`config.mk`:
```
export PLATFORM = sky130hd
export DESIGN_NAME = one_wire_temp_sensor_master
export DESIGN_NICKNAME = d
export VERILOG_FILES = /design/src/rtl/owts_pkg.sv /design/src/rtl/owts_front.sv /design/src/rtl/owts_back.sv /design/src/rtl/one_wire_temp_sensor_master.sv
export SDC_FILE = /design/constraint.sdc
export NUM_CORES = 1
export LEC_CHECK = 0
export ABC_CLOCK_PERIOD_IN_PS = 5700
export BUFFER_PORTS_ARGS = -buffer_cell sky130_fd_sc_hd__buf_2
export CAP_MARGIN = 20
export CORE_ASPECT_RATIO = 2
export CORE_MARGIN = 2
export CORE_UTILIZATION = 55
export CTS_CLUSTER_SIZE = 10
export DETAILED_ROUTE_END_ITERATION = 6
export HOLD_SLACK_MARGIN = 0.02
export MAX_ROUTING_LAYER = met4
export PLACE_DENSITY = 0.76
export SLEW_MARGIN = 5
export SYNTH_ARGS = -nofsm -noshare
export SYNTH_HDL_FRONTEND = slang
export SYNTH_SLANG_ARGS = --single-unit
```
`constraint.sdc`:
```
create_clock -name clk -period 5.7 [get_ports clk]
set_clock_uncertainty 0.2 [all_clocks]
set_input_delay 1.71 -clock clk [delete_from_list [all_inputs] [get_ports clk]]
set_output_delay 1.71 -clock clk [all_outputs]
set_load 0.02 [all_outputs]
```
`src/rtl/owts_pkg.sv`:
```
// shared types, codes and sequence tables for the single-wire temperature master
// used by owts_front, owts_back and the top level
package owts_pkg;

  localparam int CFG_W          = 17;
  localparam int CFG_IDX_W      = 3;
  localparam int TIMER_BITS_DEF = 17;
  localparam int Q_DEPTH        = 2;
  localparam int Q_PTR_W        = 1;
  localparam int Q_CNT_W        = 2;
  localparam int TEMP_OPS       = 8;

  // register indexes
  localparam logic [CFG_IDX_W-1:0] REG_RESET_LOW     = 3'd0;
  localparam logic [CFG_IDX_W-1:0] REG_RESET_RELEASE = 3'd1;
  localparam logic [CFG_IDX_W-1:0] REG_PRESENCE_WAIT = 3'd2;
  localparam logic [CFG_IDX_W-1:0] REG_PRESENCE_LOW  = 3'd3;
  localparam logic [CFG_IDX_W-1:0] REG_SLOT_SHORT    = 3'd4;
  localparam logic [CFG_IDX_W-1:0] REG_SLOT_LONG     = 3'd5;
  localparam logic [CFG_IDX_W-1:0] REG_READ_SAMPLE   = 3'd6;
  localparam logic [CFG_IDX_W-1:0] REG_READ_RECOVERY = 3'd7;

  localparam logic [7:0] ROM_SKIP   = 8'hcc;
  localparam logic [7:0] CONVERT_T  = 8'h44;
  localparam logic [7:0] READ_SCRATCH = 8'hbe;

  typedef enum logic [2:0] {
    CMD_NONE  = 3'd0,
    CMD_RESET = 3'd1,
    CMD_WRITE = 3'd2,
    CMD_READ  = 3'd3,
    CMD_TEMP  = 3'd4
  } cmd_t;

  typedef enum logic [1:0] {
    OP_RESET = 2'd0,
    OP_WRITE = 2'd1,
    OP_READ  = 2'd2
  } op_t;

  typedef enum logic [3:0] {
    PH_IDLE      = 4'd0,
    PH_RST_LOW   = 4'd1,
    PH_RST_REL   = 4'd2,
    PH_PRES_WAIT = 4'd3,
    PH_PRES_LOW  = 4'd4,
    PH_WR_LOW    = 4'd5,
    PH_WR_HIGH   = 4'd6,
    PH_RD_LOW    = 4'd7,
    PH_RD_WAIT   = 4'd8,
    PH_RD_REC    = 4'd9
  } phase_t;

  // one tick as it sits in the queue
  typedef struct packed {
    cmd_t       cmd;
    logic [7:0] write_byte;
    logic       line_level;
  } tick_t;

  typedef struct packed {
    phase_t     phase;
    logic [7:0] shift;
  } op_start_t;

  function automatic op_t temp_op(input logic [2:0] step);
    op_t k;
    unique case (step)
      3'd0, 3'd3: k = OP_RESET;
      3'd6, 3'd7: k = OP_READ;
      default:    k = OP_WRITE;
    endcase
    return k;
  endfunction

  function automatic logic [7:0] temp_byte(input logic [2:0] step);
    logic [7:0] b;
    unique case (step)
      3'd1, 3'd4: b = ROM_SKIP;
      3'd2:       b = CONVERT_T;
      3'd5:       b = READ_SCRATCH;
      default:    b = 8'h00;
    endcase
    return b;
  endfunction

  function automatic op_t op_kind(input cmd_t ac, input logic [2:0] step);
    op_t k;
    unique case (ac)
      CMD_TEMP:  k = temp_op(step);
      CMD_WRITE: k = OP_WRITE;
      CMD_READ:  k = OP_READ;
      default:   k = OP_RESET;
    endcase
    return k;
  endfunction

endpackage

```
`src/rtl/owts_front.sv`:
```
// input side: classifies the command of each tick and holds ticks in a short queue
// depends on owts_pkg
module owts_front
  import owts_pkg::*;
(
  input  logic       clk,
  input  logic       rst,
  input  logic       in_valid,
  output logic       in_stall,
  input  logic [2:0] cmd,
  input  logic [7:0] write_byte,
  input  logic       line_level,
  output logic       q_valid,
  output tick_t      q_tick,
  input  logic       q_pop
);

  tick_t              entry [Q_DEPTH];
  logic [Q_PTR_W-1:0] wr_ptr;
  logic [Q_PTR_W-1:0] rd_ptr;
  logic [Q_CNT_W-1:0] count;
  logic               push;
  tick_t              tick_in;
  cmd_t               cmd_class;

  // undefined command codes act as no command
  always_comb begin
    unique case (cmd) inside
      CMD_RESET, CMD_WRITE, CMD_READ, CMD_TEMP: cmd_class = cmd_t'(cmd);
      default: cmd_class = CMD_NONE;
    endcase
  end

  assign tick_in  = '{cmd: cmd_class, write_byte: write_byte, line_level: line_level};
  assign in_stall = (count == Q_CNT_W'(Q_DEPTH));
  assign push     = in_valid && !in_stall;
  assign q_valid  = (count != '0);
  assign q_tick   = entry[rd_ptr];

  always_ff @(posedge clk) begin
    if (push) begin
      entry[wr_ptr] <= tick_in;
    end
  end

  always_ff @(posedge clk) begin
    if (rst) begin
      wr_ptr <= '0;
      rd_ptr <= '0;
      count  <= '0;
    end else begin
      if (push) begin
        wr_ptr <= (wr_ptr == Q_PTR_W'(Q_DEPTH - 1)) ? '0 : wr_ptr + 1'b1;
      end
      if (q_pop) begin
        rd_ptr <= (rd_ptr == Q_PTR_W'(Q_DEPTH - 1)) ? '0 : rd_ptr + 1'b1;
      end
      case ({push, q_pop})
        2'b10:   count <= count + 1'b1;
        2'b01:   count <= count - 1'b1;
        default: count <= count;
      endcase
    end
  end

endmodule

```
`src/rtl/owts_back.sv`:
```
// bus engine: runs the reset, write, read and temperature sequences one tick per cycle
// while no result is stalled; holds timing and result registers; depends on owts_pkg
module owts_back
  import owts_pkg::*;
#(
  parameter int TIMER_BITS = TIMER_BITS_DEF
) (
  input  logic                 clk,
  input  logic                 rst,
  input  logic                 cfg_we,
  input  logic [CFG_IDX_W-1:0] cfg_index,
  input  logic [CFG_W-1:0]     cfg_data,
  input  logic                 q_valid,
  input  tick_t                q_tick,
  output logic                 q_pop,
  output logic                 out_valid,
  input  logic                 out_stall,
  output logic                 drive_low,
  output logic                 busy_res,
  output logic                 done_res,
  output logic                 no_device,
  output logic [7:0]           read_byte,
  output logic signed [15:0]   temperature
);

  localparam int CW = ((TIMER_BITS > CFG_W) ? TIMER_BITS : CFG_W) + 1;
  localparam logic [CW-1:0] TMAX = CW'((64'd1 << TIMER_BITS) - 64'd1);

  // timing registers
  logic [11:0] reset_low_us;
  logic [7:0]  reset_release_us;
  logic [16:0] presence_wait_us;
  logic [9:0]  presence_low_max_us;
  logic [5:0]  slot_short_us;
  logic [7:0]  slot_long_us;
  logic [5:0]  read_sample_us;
  logic [7:0]  read_recovery_us;

  // engine state
  phase_t                phase, phase_next;
  logic [TIMER_BITS-1:0] timer, timer_next;
  logic [2:0]            bit_idx, bit_idx_next;
  logic [7:0]            shift, shift_next;
  logic [2:0]            step, step_next;
  logic [7:0]            low_hold, low_hold_next;
  cmd_t                  act, act_next;
  logic                  pres_fail, pres_fail_next;
  logic [15:0]           temp_hold, temp_hold_next;
  logic [7:0]            wlatch, wlatch_next;
  logic [7:0]            last_read, last_read_next;
  logic                  drive, done;

  function automatic op_start_t begin_op(input cmd_t ac, input logic [2:0] st,
                                         input logic [7:0] wl, input logic [7:0] sh);
    op_start_t r;
    r.shift = sh;
    unique case (op_kind(ac, st))
      OP_RESET: r.phase = PH_RST_LOW;
      OP_WRITE: begin
        r.phase = PH_WR_LOW;
        r.shift = (ac == CMD_TEMP) ? temp_byte(st) : wl;
      end
      default: begin
        r.phase = PH_RD_LOW;
        r.shift = 8'h00;
      end
    endcase
    return r;
  endfunction

  assign q_pop = q_valid && (!out_valid || !out_stall);

  always_comb begin : engine
    op_start_t      bo;
    logic           bit_now;
    logic           fin;
    logic [CFG_W-1:0] d_sel;
    logic [CW-1:0]  d_eff;
    logic           tick_end;
    logic [3:0]     step_inc;
    phase_t         phase_run;

    phase_next     = phase;
    timer_next     = timer;
    bit_idx_next   = bit_idx;
    shift_next     = shift;
    step_next      = step;
    low_hold_next  = low_hold;
    act_next       = act;
    pres_fail_next = pres_fail;
    temp_hold_next = temp_hold;
    wlatch_next    = wlatch;
    last_read_next = last_read;
    drive          = 1'b0;
    fin            = 1'b0;
    done           = 1'b0;
    bo             = '0;

    // command start: bus activity begins on the same tick
    if (phase == PH_IDLE && q_tick.cmd != CMD_NONE) begin
      act_next    = q_tick.cmd;
      wlatch_next = q_tick.write_byte;
      step_next   = '0;
      bo          = begin_op(q_tick.cmd, 3'd0, q_tick.write_byte, shift);
      phase_next  = bo.phase;
      shift_next  = bo.shift;
      timer_next  = '0;
      bit_idx_next = '0;
    end
    bit_now   = shift_next[0];
    phase_run = phase_next;

    unique case (phase_next)
      PH_RST_LOW:   d_sel = CFG_W'(reset_low_us);
      PH_RST_REL:   d_sel = CFG_W'(reset_release_us);
      PH_PRES_WAIT: d_sel = presence_wait_us;
      PH_PRES_LOW:  d_sel = CFG_W'(presence_low_max_us);
      PH_WR_LOW:    d_sel = bit_now ? CFG_W'(slot_short_us) : CFG_W'(slot_long_us);
      PH_WR_HIGH:   d_sel = bit_now ? CFG_W'(slot_long_us) : CFG_W'(slot_short_us);
      PH_RD_LOW:    d_sel = CFG_W'(slot_short_us);
      PH_RD_WAIT:   d_sel = CFG_W'(read_sample_us);
      PH_RD_REC:    d_sel = CFG_W'(read_recovery_us);
      default:      d_sel = '0;
    endcase

    // zero acts as one tick, long values clip to the timer range
    d_eff = (d_sel == '0) ? CW'(1) : CW'(d_sel);
    if (d_eff > TMAX) begin
      d_eff = TMAX;
    end
    tick_end = (CW'(timer_next) + CW'(1)) >= d_eff;

    unique case (phase_next)
      PH_IDLE: begin
      end
      PH_RST_LOW: begin
        drive = 1'b1;
        if (tick_end) phase_next = PH_RST_REL;
      end
      PH_RST_REL: begin
        if (tick_end) phase_next = PH_PRES_WAIT;
      end
      PH_PRES_WAIT: begin
        if (!q_tick.line_level) begin
          phase_next = PH_PRES_LOW;
        end else if (tick_end) begin
          pres_fail_next = 1'b1;
          fin = 1'b1;
        end
      end
      PH_PRES_LOW: begin
        if (q_tick.line_level) begin
          pres_fail_next = 1'b0;
          fin = 1'b1;
        end else if (tick_end) begin
          pres_fail_next = 1'b1;
          fin = 1'b1;
        end
      end
      PH_WR_LOW: begin
        drive = 1'b1;
        if (tick_end) phase_next = PH_WR_HIGH;
      end
      PH_WR_HIGH: begin
        if (tick_end) begin
          shift_next = {1'b0, shift_next[7:1]};
          if (bit_idx_next == 3'd7) fin = 1'b1;
          else begin
            bit_idx_next = bit_idx_next + 1'b1;
            phase_next = PH_WR_LOW;
          end
        end
      end
      PH_RD_LOW: begin
        drive = 1'b1;
        if (tick_end) phase_next = PH_RD_WAIT;
      end
      PH_RD_WAIT: begin
        if (tick_end) begin
          shift_next = {q_tick.line_level, shift_next[7:1]};
          phase_next = PH_RD_REC;
        end
      end
      PH_RD_REC: begin
        if (tick_end) begin
          if (bit_idx_next == 3'd7) fin = 1'b1;
          else begin
            bit_idx_next = bit_idx_next + 1'b1;
            phase_next = PH_RD_LOW;
          end
        end
      end
      default: phase_next = PH_IDLE;
    endcase

    // timer update for the phases that ran an interval this tick
    if (phase_next != phase_run || tick_end || fin) begin
      timer_next = '0;
    end else begin
      timer_next = timer_next + 1'b1;
    end
    if (phase_next == PH_IDLE) begin
      timer_next = timer_next;
    end

    if (fin) begin
      if (op_kind(act_next, step_next) == OP_READ) begin
        last_read_next = shift_next;
        if (act_next == CMD_TEMP) begin
          if (step_next == 3'd6) low_hold_next = shift_next;
          else temp_hold_next = {shift_next, low_hold_next};
        end
      end
      step_inc = {1'b0, step_next} + 4'd1;
      if (step_inc >= ((act_next == CMD_TEMP) ? 4'(TEMP_OPS) : 4'd1)) begin
        phase_next = PH_IDLE;
        timer_next = '0;
        step_next  = '0;
        done       = 1'b1;
      end else begin
        step_next    = step_inc[2:0];
        bo           = begin_op(act_next, step_next, wlatch_next, shift_next);
        phase_next   = bo.phase;
        shift_next   = bo.shift;
        timer_next   = '0;
        bit_idx_next = '0;
      end
    end else begin
      step_inc = {1'b0, step_next};
    end
  end

  always_ff @(posedge clk) begin
    if (rst) begin
      reset_low_us        <= 12'd750;
      reset_release_us    <= 8'd15;
      presence_wait_us    <= 17'd100000;
      presence_low_max_us <= 10'd240;
      slot_short_us       <= 6'd2;
      slot_long_us        <= 8'd60;
      read_sample_us      <= 6'd12;
      read_recovery_us    <= 8'd50;
    end else if (cfg_we) begin
      unique case (cfg_index)
        REG_RESET_LOW:     reset_low_us        <= cfg_data[11:0];
        REG_RESET_RELEASE: reset_release_us    <= cfg_data[7:0];
        REG_PRESENCE_WAIT: presence_wait_us    <= cfg_data;
        REG_PRESENCE_LOW:  presence_low_max_us <= cfg_data[9:0];
        REG_SLOT_SHORT:    slot_short_us       <= cfg_data[5:0];
        REG_SLOT_LONG:     slot_long_us        <= cfg_data[7:0];
        REG_READ_SAMPLE:   read_sample_us      <= cfg_data[5:0];
        REG_READ_RECOVERY: read_recovery_us    <= cfg_data[7:0];
        default: ;
      endcase
    end
  end

  always_ff @(posedge clk) begin
    if (rst) begin
      phase     <= PH_IDLE;
      timer     <= '0;
      bit_idx   <= '0;
      shift     <= '0;
      step      <= '0;
      low_hold  <= '0;
      act       <= CMD_NONE;
      pres_fail <= 1'b0;
      temp_hold <= '0;
      wlatch    <= '0;
      last_read <= '0;
      out_valid <= 1'b0;
    end else begin
      out_valid <= q_pop || (out_valid && out_stall);
      if (q_pop) begin
        phase     <= phase_next;
        timer     <= timer_next;
        bit_idx   <= bit_idx_next;
        shift     <= shift_next;
        step      <= step_next;
        low_hold  <= low_hold_next;
        act       <= act_next;
        pres_fail <= pres_fail_next;
        temp_hold <= temp_hold_next;
        wlatch    <= wlatch_next;
        last_read <= last_read_next;
      end
    end
  end

  // result register for the tick just processed
  always_ff @(posedge clk) begin
    if (q_pop) begin
      drive_low   <= drive;
      busy_res    <= (phase_next != PH_IDLE);
      done_res    <= done;
      no_device   <= pres_fail_next;
      read_byte   <= last_read_next;
      temperature <= temp_hold_next;
    end
  end

endmodule

```
`src/rtl/one_wire_temp_sensor_master.sv`:
```
// Single-wire bus master for a temperature sensor. Each input transfer is one
// microsecond tick carrying the sampled line level and an optional command (bus
// reset, write byte, read byte, full temperature read); each tick yields exactly
// one result transfer with the line drive and status for that tick. Ticks are
// taken at one per clock cycle while in_stall is low: a two-entry queue sits in
// front of the bus engine, the engine handles one tick per cycle while no result
// waits, and a result register holds each result until it is taken. Timing
// registers must be written through the cfg port only while no command is running;
// the block does not enforce this. Temperature is in sixteenths of a degree.
module one_wire_temp_sensor_master
  import owts_pkg::*;
#(
  parameter int TIMER_BITS = TIMER_BITS_DEF
) (
  input  logic                 clk,
  input  logic                 rst,
  input  logic                 cfg_we,
  input  logic [CFG_IDX_W-1:0] cfg_index,
  input  logic [CFG_W-1:0]     cfg_data,
  input  logic                 in_valid,
  output logic                 in_stall,
  input  logic [2:0]           cmd,
  input  logic [7:0]           write_byte,
  input  logic                 line_level,
  output logic                 out_valid,
  input  logic                 out_stall,
  output logic                 drive_low,
  output logic                 busy_res,
  output logic                 done_res,
  output logic                 no_device,
  output logic [7:0]           read_byte,
  output logic signed [15:0]   temperature
);

  logic  q_valid;
  logic  q_pop;
  tick_t q_tick;

  owts_front u_front (
    .clk        (clk),
    .rst        (rst),
    .in_valid   (in_valid),
    .in_stall   (in_stall),
    .cmd        (cmd),
    .write_byte (write_byte),
    .line_level (line_level),
    .q_valid    (q_valid),
    .q_tick     (q_tick),
    .q_pop      (q_pop)
  );

  owts_back #(
    .TIMER_BITS (TIMER_BITS)
  ) u_back (
    .clk         (clk),
    .rst         (rst),
    .cfg_we      (cfg_we),
    .cfg_index   (cfg_index),
    .cfg_data    (cfg_data),
    .q_valid     (q_valid),
    .q_tick      (q_tick),
    .q_pop       (q_pop),
    .out_valid   (out_valid),
    .out_stall   (out_stall),
    .drive_low   (drive_low),
    .busy_res    (busy_res),
    .done_res    (done_res),
    .no_device   (no_device),
    .read_byte   (read_byte),
    .temperature (temperature)
  );

endmodule
```
# [Word level (Yosys, flattened, before mapping)]
# Memory sizes are Yosys's and may differ from the RTL's. A register that Yosys moved wholly into a read port is not among the register bits.
# Index checks and enable logic that the tools add are counted.
[classes] add_sub_neg=8 magnitude_cmp=3 n_eq_ne=44 n_mux=82 n_reduce_logical=41
[op_table] cell="one-hot mux 17 bit (9 select lines)" n=1
[op_table] cell="2-to-1 mux 8 bit" n=12
[op_table] cell="2-to-1 mux 17 bit" n=4
[op_table] cell="2-to-1 mux 16 bit" n=4
[op_table] cell="2-to-1 mux 4 bit" n=14
[op_table] cell="one-hot mux 8 bit (2 select lines)" n=3
[op_table] cell="equality test 3 bit (second input constant)" n=14
[op_table] cell="one-hot mux 4 bit (9 select lines)" n=1
[op_table] cell="equality test 3 x 2 -> 1 bit (second input constant)" n=11
[op_table] cell="2-to-1 mux 3 bit" n=11
[op_table] cell="one-hot mux 8 bit (3 select lines)" n=1
[op_table] cell="adder 17 x 1 -> 18 bit (second input constant)" n=1
[op_table] cell=">= comparator 18 bit" n=1
[op_table] cell="> comparator 18 x 17 -> 1 bit (second input constant)" n=1
[op_table] cell="2-to-1 mux 18 bit" n=1
[op_table] cell="adder 17 x 1 -> 17 bit (second input constant)" n=1
[op_table] cell="logical NOT 17 bit" n=1
[op_table] cell="equality test 4 x 3 -> 1 bit (second input constant)" n=4
[op_table] cell="2-to-1 mux 1 bit" n=16
[op_table] cell="one-hot mux 2 bit (2 select lines)" n=4
[op_table] cell="AND reduction 2 bit" n=8
[op_table] cell="OR reduction 2 bit" n=7
[op_table] cell="one-hot mux 2 bit (3 select lines)" n=2
[op_table] cell="one-hot mux 3 bit (2 select lines)" n=2
[op_table] cell="28 further kinds" n=53
[word_totals] ff_bits=187 mem_bits_rw=24 out_inout_bits=30 elab_cells=208 mem_count=1
[mem_list] name="u_front.entry" words=2 width=12 rd=1 rd_clocked_by_memory_dff=1 wr=1 line_no="owts_front.sv:18" source="tick_t entry [Q_DEPTH];"

# [Longest topological paths before layout]
# Gate-level depths: netlist of the first run.
[logic_depth] depth_word=22 ltp_mapped=26 ltp_nobuf=19

# [Cells and area by module]
# A second synthesis of the first run with hierarchy kept.
[unflattened] cells_unflattened=1110 area_unflattened_um2=10142.2
[by_module_without_submodules] mod="owts_back" instances=1 cells_per_inst=1045 area_per_inst_um2=9042.4 seq_area_each_um2=3943.8
[by_module_without_submodules] mod="owts_front" instances=1 cells_per_inst=65 area_per_inst_um2=1099.8 seq_area_each_um2=820.8

# [Least setup slack after synthesis of the first run]
# Ideal clock, no wire load.
[synth_path] kind="reg-to-reg" startpoint="reg u_back.phase[0]" endpoint="reg u_back.temperature[0] (data pin)" setup_time_ns=0.260 arrival_time_ns=5.061 required_time_ns=5.240 path_slack_ns=0.179 stages_incl_launch_ff=25 synth_period_minus_slack_ns=5.521 path_cell_list="dfxtp_1 buf_6 or4_4 buf_6 or3_1 buf_6 clkbuf_1 clkbuf_1 and2_1 ha_1 nand3_1 nor3_1 nand3_1 xor2_1 nor2_1 ha_1 nand4_1 o41ai_1 a221oi_1 o31ai_2 o21ai_2 or3_1 buf_6 buf_6 mux2_4"
[synth_via] elab_chain_len=14 elab_cells_between_ends=51 cone_classes="1 x add/sub; 2 x order compare; 17 x eq/ne; 24 x mux; 7 x reduce/logical"
[synth_lines] element="start, declared" line_no="owts_back.sv:40" source="phase_t phase, phase_next;"
[synth_lines] element="start signal, assigned" line_no="owts_back.sv:275" source="phase <= phase_next;"
[synth_lines] element="logical NOT 4 bit" line_no="owts_back.sv:100" source="if (phase == PH_IDLE && q_tick.cmd != CMD_NONE) begin"
[synth_lines] element="logical AND 1 bit" line_no="owts_back.sv:100"
[synth_lines] element="2-to-1 mux 4 bit or 2-to-1 mux 8 bit (tied branches)" line_no="owts_back.sv:100"
[synth_lines] element="equality test 4 bit (tied with other cells)" line_no="owts_back.sv:113, owts_back.sv:133"
[synth_lines] element="one-hot mux 17 bit (9 select lines)" line_no="owts_back.sv:113" source="unique case (phase_next)"
[synth_lines] element="logical NOT 17 bit" line_no="owts_back.sv:127" source="d_eff = (d_sel == '0) ? CW'(1) : CW'(d_sel);"
[synth_lines] element="2-to-1 mux 17 bit" line_no="owts_back.sv:127"
[synth_lines] element="> comparator 18 x 17 -> 1 bit" line_no="owts_back.sv:128" source="if (d_eff > TMAX) begin"
[synth_lines] element="2-to-1 mux 18 bit" line_no="owts_back.sv:128"
[synth_lines] element=">= comparator 18 bit" line_no="owts_back.sv:131" source="tick_end = (CW'(timer_next) + CW'(1)) >= d_eff;"
[synth_lines] element="2-to-1 mux 1 bit" line_no="owts_back.sv:146, owts_back.sv:155"
[synth_lines] element="2-to-1 mux 1 bit, on equally long branches" line_no="owts_back.sv:152, owts_back.sv:144"
[synth_lines] element="one-hot mux 1 bit (3 select lines)" line_no="owts_back.sv:133" source="unique case (phase_next)"
[synth_lines] element="2-to-1 mux 16 bit *" line_no="owts_back.sv:206" source="if (fin) begin"
[synth_lines] element="via u_back.temp_hold_next[0]" line_no="owts_back.sv:48" source="logic [15:0] temp_hold, temp_hold_next;"
[synth_lines] element="end signal, assigned" line_no="owts_back.sv:298" source="temperature <= temp_hold_next;"
[synth_lines] element="end, declared" line_no="owts_back.sv:23" source="output logic signed [15:0] temperature"
# Mark *: on every way through the listed nets, which the timed path passes. The rest lies on a longest branch. The select of a mux whose other input is x is not followed.
# A chain may end at the register's enable or synchronous reset.

# [Final worst setup path of the first run]
[layout_path] startpoint="reg u_back.phase[0]" endpoint="reg u_back.shift[5]"
[layout_via] elab_chain_len=15 elab_cells_between_ends=66 cone_classes="2 x add/sub; 3 x order compare; 21 x eq/ne; 31 x mux; 9 x reduce/logical"
[layout_lines] element="logical NOT 4 bit" line_no="owts_back.sv:100"
[layout_lines] element="logical AND 1 bit" line_no="owts_back.sv:100"
[layout_lines] element="2-to-1 mux 4 bit or 2-to-1 mux 8 bit (tied branches)" line_no="owts_back.sv:100"
[layout_lines] element="equality test 4 bit (tied with other cells)" line_no="owts_back.sv:113, owts_back.sv:133"
[layout_lines] element="one-hot mux 17 bit (9 select lines)" line_no="owts_back.sv:113"
[layout_lines] element="logical NOT 17 bit" line_no="owts_back.sv:127"
[layout_lines] element="2-to-1 mux 17 bit" line_no="owts_back.sv:127"
[layout_lines] element="> comparator 18 x 17 -> 1 bit" line_no="owts_back.sv:128"
[layout_lines] element="2-to-1 mux 18 bit" line_no="owts_back.sv:128"
[layout_lines] element=">= comparator 18 bit" line_no="owts_back.sv:131"
[layout_lines] element="2-to-1 mux 8 bit, on equally long branches" line_no="owts_back.sv:179, owts_back.sv:165"
[layout_lines] element="one-hot mux 8 bit (2 select lines)" line_no="owts_back.sv:133"
[layout_lines] element="one-hot mux 8 bit (2 select lines)" line_no="owts_back.sv:57" source="unique case (op_kind(ac, st))"
[layout_lines] element="2-to-1 mux 8 bit" line_no="owts_back.sv:215" source="if (step_inc >= ((act_next == CMD_TEMP) ? 4'(TEMP_OPS) : 4'd1)) begin"
[layout_lines] element="2-to-1 mux 8 bit *" line_no="owts_back.sv:206"
[layout_lines] element="end signal, assigned" line_no="owts_back.sv:278" source="shift <= shift_next;"
[layout_lines] element="end, declared" line_no="owts_back.sv:43" source="logic [7:0] shift, shift_next;"
# Mark *: on every way between the ends. The rest lies on a longest branch, timed or not. The select of a mux whose other input is x is not followed.

==> results of run 1 <==
[path summary, 6_finish.rpt]
path                           to  slack [ns]  depth (start not counted)
min reg2reg  u_back.temp_hold[12]        0.25                          2
max reg2reg       u_back.shift[5]        0.22                         16
max               u_back.shift[5]        0.22                         16
min          u_back.temp_hold[12]        0.25                          2
[power groups by stage]
stage / Combinational (mW) / Sequential (mW) / Clock [mW]
2_1_floorplan: 1.68 / 2.01 / 0
3_3_place_gp: 2.49 / 1.93 / 0
3_5_place_dp: 2.52 / 1.94 / 0
4_1_cts: 2.54 / 1.91 / 1.41
5_1_grt: 2.84 / 1.93 / 1.47
6_report: 2.63 / 1.91 / 1.39
[critical path: stages (launching register included)]
cell	delay [ns]
dfxtp_1	0.31
or4_4	0.62
o31a_1	0.43
o211a_2	0.26
a221o_1	0.41
a221oi_1	0.43
nand4_1	0.14
o21ai_0	0.19
ha_1	0.27
nand4_1	0.08
o41ai_1	0.07
a221oi_1	0.39
o31ai_2	0.26
o21ai_4	0.42
mux2i_2	0.52
a221oi_1	0.17
nor3_1	0.20
[through the flow]
step / instance area, um^2 / cells / util [%]
detailed placement: 11100 / 1400 / 59.4
floorplan: 10500 / 1109 / -
global route: 11900 / 1442 / 63.5
global placement: 11100 / 1399 / 59.3
finish: 11900 / 1442 / 63.5
CTS: 11800 / 1439 / 63.0
[kinds of logic after synthesis]
kind of cell,after synthesis,share of synthesized area [%]
buffers and inverters,86,3.64
AOI/OAI and AO/OA,248,16.9
xor gates and xnor gates,16,1.34
muxes,91,9.39
and+or+nand+nor,425,19.4
adders and majority gates,31,3.71
DFF,212,45.6
[layout by cell type (no fill, tap or decap), types with 21 or more instances in the layout]
| cell | n |
|---|---|
| nor2_1 | 140 |
| clkbuf_16 | 25 |
| dfxtp_1 | 160 |
| nand2_1 | 142 |
| buf_4 | 42 |
| nor2b_1 | 23 |
| buf_2 | 66 |
| a22oi_1 | 22 |
| mux2i_1 | 58 |
| a21oi_1 | 71 |
| o21ai_0 | 26 |
| a211oi_1 | 21 |
| ha_1 | 31 |
| edfxtp_1 | 52 |
[sequential cells by signal, summed over array words and instances (netlist names), 10 cells and up, named ones only]
register / cells
u_back.presence_low_max_us: 10
u_back.temp_hold: 16
u_back.temperature: 16
u_back.timer: 17
u_front.entry: 24
u_back.reset_low_us: 12
u_back.presence_wait_us: 17
[layout make-up]
| class | count | area (um^2) |
|---|---|---|
| Clock buffer | 38 | 674 |
| Timing Repair Buffer | 109 | 666 |
| Fill cell | 1583 | 6840 |
| Multi-Input combinational cell | 811 | 5410 |
| Inverter | 16 | 60.1 |
| Tap cell | 255 | 319 |
| Sequential cell | 212 | 4760 |
| Clock inverter | 1 | 8.76 |
[layer usage]
layer	global-route usage (%)	vias to the layer above	part of all wire [%]	routed length [um]
li1	-	4151	-	-
met5	-	-	0	0
met3	3.41	103	4.4	1160
met1	26.3	4154	34	9100
met2	50.8	293	56	14900
met4	15.4	0	5.7	1530
[what timing repair did]
item	in CTS	in global routing
resized for setup	1	17
pin swaps	0	3
setup buffers	0	2
endpoints found under the hold margin	0	0
setup endpoints to repair	2	87
==> results.txt, run 1 <==
The number of synthesized flops with an enable pin came out at 52. TritonCTS built the clock tree. The fraction of power consumed by sequential logic is 32.2%.

The static leakage is 4.45 nW. The root buffer cell is clkbuf_16. The tool flagged a number of max-cap violations equal to 0.

The flow ran to the end, and the final reports show no timing, DRC or antenna violations. The critical path start-end classification is flop to flop. At the pin with the least slew margin, the transition time is 0.991 ns. STA puts the critical path data arrival time at 5.71 ns. The share of flip-flops with an asynchronous set or reset is 0%.

The count of different cell masters after synthesis is 81. The number of iterations in the first detailed-routing pass is 5. The post-cts hold buffer count came out at 0. The detail route stage leaves a number of antenna-violating nets equal to 0.

The mean number of vias per cell is 6.03. The first-pass GRT wire length came out at 42.4 mm. The most common cell in the synthesized netlist is dfxtp_1.

The fraction of power consumed by combinational cells is 44.4%. The total power density per cell area came out at 498 nW/um^2. The cell taking the most area after synthesis is dfxtp_1. In this run the worst path has a maximum fanout of 11. The number of buffer cells added on primary ports is 66. The fraction of synthesized cell area taken by the top area cell type is 30.6%. For this run, the total global-route usage over all layers was measured as 27.3%.

The number of sinks handled by clock tree synthesis came out at 212. Counting flops and latches in the post-synthesis netlist gives 212. The number of inserted diodes is 0.

The later-pin clock latency in the skew report came out at 0.52 ns. The largest net degree at the start of global routing came out at 83. In this run the critical register-to-register path is launched from u_back.phase[0]. In this run the worst hold path is classified as flop to flop.

Wires add up to 26.7 mm. The chip width is 101 um. The layout overhead on the synthesized area came out at 13.8%. The number of nets in the finished design is 1,243.

The predominant post-synthesis flop cell is dfxtp_1. The number of setup violations in the final report is 0. The clock network fraction of total power is 23.5%. The total power draw came out at 5.93 mW. Tracing the worst setup path back leads to its startpoint at u_back.phase[0]. The worst setup path is captured at a flop. The final weighted congestion of routability-driven global placement came out at 0.945.

The number of buffers created by CTS came out at 25. The count of pins over their slew limit came out at 0. The post-route worst hold slack is 0.251 ns. For this run, the top clock speed supported by timing is 183 MHz.

The Yosys step of the flow raised 0 warnings. In this run the standard cell core region covers 18,700 um^2. The detailed placer's ending HPWL came out at 19.0 mm. The internal power of the cells is 3.50 mW. The cell area after synthesis is 10,500 um^2. The layout cell share with drive strength beyond 1 came out at 17.3%. The vertical die dimension came out at 199 um. Clock-pin slew was measured on the worst setup and hold paths at 0.06 ns. The total via count in the routed design came out at 8,701.

Prior to clock tree synthesis, the placed netlist has a worst setup slack of 0.0198 ns. After global routing the overflow that remains totals 0. The initial cell density of the core came out at 55.8%.

The net count after synthesis came out at 1,177. The sum of negative setup slack is 0 ns. The worst setup slack after layout came out at 0.222 ns. The detail-routed net length per standard cell is 18.5 um. The worst slew slack as a fraction of its limit is 33.7%.

Yosys attributes the largest share of cell area to dfxtp_1, edfxtp_1, mux2i_1. STA classifies the critical path startpoint as a flop. The detailed router finished its first iteration with 551 violations. The detailed-route DRC error count is 0.

In this run the most critical hold path is launched from u_back.temp_hold[12]. The time the worst path needs with I/O delays and setup is 5.48 ns. The average instance area after synthesis is 9.43 um^2. The I/O pin count came out at 67. The required time of the worst setup path is 5.93 ns.

The total die area is 20,200 um^2. The cell row count came out at 71. By count the netlist is led by dfxtp_1, nand2_1, nor2_1, a21oi_1, mux2i_1. The via count of the first global-routing pass is 8,607.

The number of instances in the synthesized netlist is 1,109. The share of the cycle needed by the critical path after routing is 96.1%. The H-tree depth came out at 1. Counting along the longest clock path gives a buffer depth of 3. The proportion of total power due to net switching is 40.9%. The initial antenna violation count came out at 0.

The portion of the post-synthesis area used by sequential elements came out at 45.6%. The reported net switching power came out at 2.42 mW. The final count of hold timing violations is 0.

IR analysis of the VDD net gives a maximum drop of 0.000272 V.
(Power assumes the default switching activity.)
==> run 2, diff against run 1 <==
Settings changed: ABC_CLOCK_PERIOD_IN_PS 5700 to 4500.
Clock period 5.7 ns to 4.5 ns, I/O delays scaled along.
==> run 2 against run 1 <==
Effect of this change: the flow now finishes with violations (design-rule violations, negative setup slack); sequential power up 27%; first-iteration DRC count up 6.9%; core utilization up 8.5 points; sequential share of layout area down 4.7 points; combinational power up 78%; critical path type unchanged; count of clock-buffer cells in the layout unchanged; highest routed layer unchanged; cell count up 7.1%; sequential cell count unchanged; critical path depth up 3.
==> results.txt, run 2 (synthesis gave the netlist of run 1 again) <==
The static leakage is 5.14 nW. The worst path in the final design needs a cycle of 4.91 ns, including I/O delays and setup. The run finished, with violations left. The checks that failed: design-rule violations, negative setup slack.

In this run the critical register-to-register path is captured at u_back.last_read[7]. The chip width came out at 101 um. The post-placement cell count came out at 1,481.

The worst setup path is of the flop to flop kind. On the critical path the largest part of the delay comes from compound AO/OA/AOI/OAI gates. The internal power of the cells is 5.29 mW. The detailed placer's ending HPWL is 20.6 mm. The aggregate global routing overflow came out at 0.

The congestion estimate from routability-driven global placement came to 0.962. The worst slew slack as a fraction of its limit is 34.8%. The mean number of vias per cell is 6.09. The buffering stage count on the worst path with inverters included came out at 2. The number of nets in the finished design is 1,345. The delay of the slowest cell on the worst path is 0.58 ns. The fraction of power consumed by combinational cells came out at 52.7%. The final non-filler cell total came out at 1,544. The detailed router finished its first iteration with 589 violations. Setup violations remaining at the end of the flow were counted as 95. The top cell types in the final layout, fill and taps aside, are dfxtp_1, nand2_1, nor2_1. The layout overhead on the synthesized area is 29.0%.

The detailed-route DRC error count is 1. Of the total power, the clock network draws 20.1%. Following the worst setup path forward leads to its endpoint at u_back.last_read[7]. The total die area came out at 20,200 um^2.

The design draws 8.89 mW. The fraction of power consumed by sequential logic came out at 27.2%. The required time of the worst setup path is 4.72 ns.

The slew at the pin closest to its max-slew limit is 0.974 ns. The largest net degree at the start of global routing came out at 68. The most frequent standard cell in the layout excluding fill and tap cells is dfxtp_1.

The vertical die dimension came out at 199 um. The number of inserted diodes came out at 0. The global routing usage summed across all routing layers came out at 29.8%.

The deepest clock path buffer count is 3. The worst setup path is captured at a flop. Input and output buffers added on the ports amount to 66.

The critical path runs through a total of 19 cells. The residual antenna-violating net count after detailed routing is 0. In this run the worst hold path is classified as flop to flop. The initial antenna violation count was 0. In the final timing run, aggregate negative setup slack is -27.95 ns. The number of buffers created by CTS came out at 25. In this design, the critical path's most frequently occurring cell is nand4_1. The worst-path maximum fanout came out at 8. The cell row count is 71.

The worst-case IR drop observed on VDD is 0.000514 V. The via count of the first global-routing pass is 9,328. The number of max-capacitance violations reported came out at 0. After clock tree synthesis, the clock-pin slew on the worst setup and hold paths is 0.06 ns.

The critical path goes through or4_4 > o31a_1 > o211a_4 > a222oi_1 > nand2_1 > and3b_1 > nand4_1 > o21ai_1 > ha_1 > nand4_1 > o41ai_2 > a221oi_2 > o31ai_4 > o21ai_2 > buf_6 > a21oi_4 > buf_12 > mux2_4 > a22o_1. The largest registers in the layout are u_front.entry: 24 flops, u_back.presence_wait_us: 17 flops, u_back.timer: 17 flops. The number of flip-flops under the largest register name came out at 24. For this run, the share of the core covered by cells in the final layout is 72.0%. The largest register by flop count is u_front.entry.

The cell area after placement came out at 12,000 um^2. The post-route worst hold slack is 0.250 ns. Setup repair after global routing could not meet its margin everywhere. The area of the multi-input gates is 6030 um^2. The initial cell density of the core is 55.8%. Timing would allow up to 204 MHz. The total power density per cell area came out at 659 nW/um^2. For this design, the slowest cell found on the critical path is or4_4. The reg-to-reg setup timing slack came out at -0.41 ns. The worst setup path is launched from a flop. The post-placement setup slack is -0.449 ns. The I/O pin count is 67. The critical path starts at u_back.phase[3]. The number of sinks handled by clock tree synthesis came out at 212. The arrival time of data at the critical path endpoint is 5.13 ns. For this design the total switching power over the nets is 3.60 mW. The share of the cycle needed by the critical path after routing is 109%.

Once layout is done, the placed cells without fillers occupy 13,500 um^2. Once routing completed, OpenROAD measured the worst setup slack at -0.411 ns. TritonCTS built the clock tree. The first-pass GRT wire length came out at 46.1 mm.

After detailed routing, the average wire length per cell comes to 19.4 um. Cells with a size suffix above 1 make up 28.9% of the layout. The worst-case reg-to-reg path depth came out at 19. The final route contains 9,407 vias. The startpoint identified for the worst register-to-register timing path is u_back.phase[3]. The cell sitting at the root of the clock tree is a clkbuf_16.

Counting the fill cells in the layout gives 1,355. The core box area came out at 18,700 um^2. The total wire length came out at 30.0 mm. The final count of hold timing violations is 0. The count of pins over their slew limit is 0.

The later-pin clock latency in the skew report came out at 0.53 ns. The proportion of total power due to net switching is 40.5%. The H-tree depth came out at 1. The number of iterations in the first detailed-routing pass is 7. Summing all flip-flop and latch instances after layout gives 4770 um^2.
run 2: power by group through the flow:
stage / Combinational [mW] / Clock, mW / Sequential [mW]
2_1_floorplan: 2.30 / 0 / 2.55
3_3_place_gp: 3.72 / 0 / 2.44
3_5_place_dp: 3.79 / 0 / 2.45
4_1_cts: 4.10 / 1.82 / 2.41
5_1_grt: 4.99 / 1.88 / 2.45
6_report: 4.69 / 1.79 / 2.42
run 2: worst min path at each step:
stage | startpoint | end | slack, ns | cells past startpoint
2_1_floorplan | u_back.bit_idx[0] | u_back.bit_idx[0] | 0.23 | 1
3_3_place_gp | u_back.temp_hold[10] | u_back.temp_hold[10] | 0.23 | 2
3_5_place_dp | u_back.temp_hold[10] | u_back.temp_hold[10] | 0.25 | 2
4_1_cts | u_back.temp_hold[10] | u_back.temp_hold[10] | 0.25 | 2
5_1_grt | u_back.temp_hold[10] | u_back.temp_hold[10] | 0.27 | 2
6_report | u_back.temp_hold[10] | u_back.temp_hold[10] | 0.25 | 2
run 2: timing repair:
item,4_1_cts,5_1_grt
hold buffers,0,0
gates resized for setup,44,61
endpoints found under the setup margin,95,95
buffers inserted,8,14
pin swaps,12,56
cloned,1,3
run 2: area by class of cell:
class / instances / area share, %
clock inverter: 1 / 0.0649
clock buffer: 38 / 5.07
multi-input combinational: 812 / 44.7
timing repair buffer: 210 / 12.0
sequential: 212 / 35.3
inverter: 16 / 0.445
tap: 255 / 2.37
run 2: worst reg2reg max path: cells and delay by family (launching register included):
kind                       cells  cell delay, ns
AOI/OAI and AO/OA             10            2.27
and+or+nand+nor                5            1.14
buffers and inverters          2            0.33
DFF                            1            0.32
muxes                          1            0.31
adders and majority gates      1            0.24
run 2: per-layer routing:
| layer | up-vias | part of all wire (%) | wire length, um | GRT usage (%) |
|---|---|---|---|---|
| met3 | 160 | 4.2 | 1250 | 2.99 |
| met1 | 4517 | 33 | 9990 | 28.1 |
| met4 | 0 | 7.5 | 2250 | 21.6 |
| met5 | - | 0 | 0 | - |
| met2 | 366 | 55 | 16500 | 54.4 |
| li1 | 4364 | - | - | - |
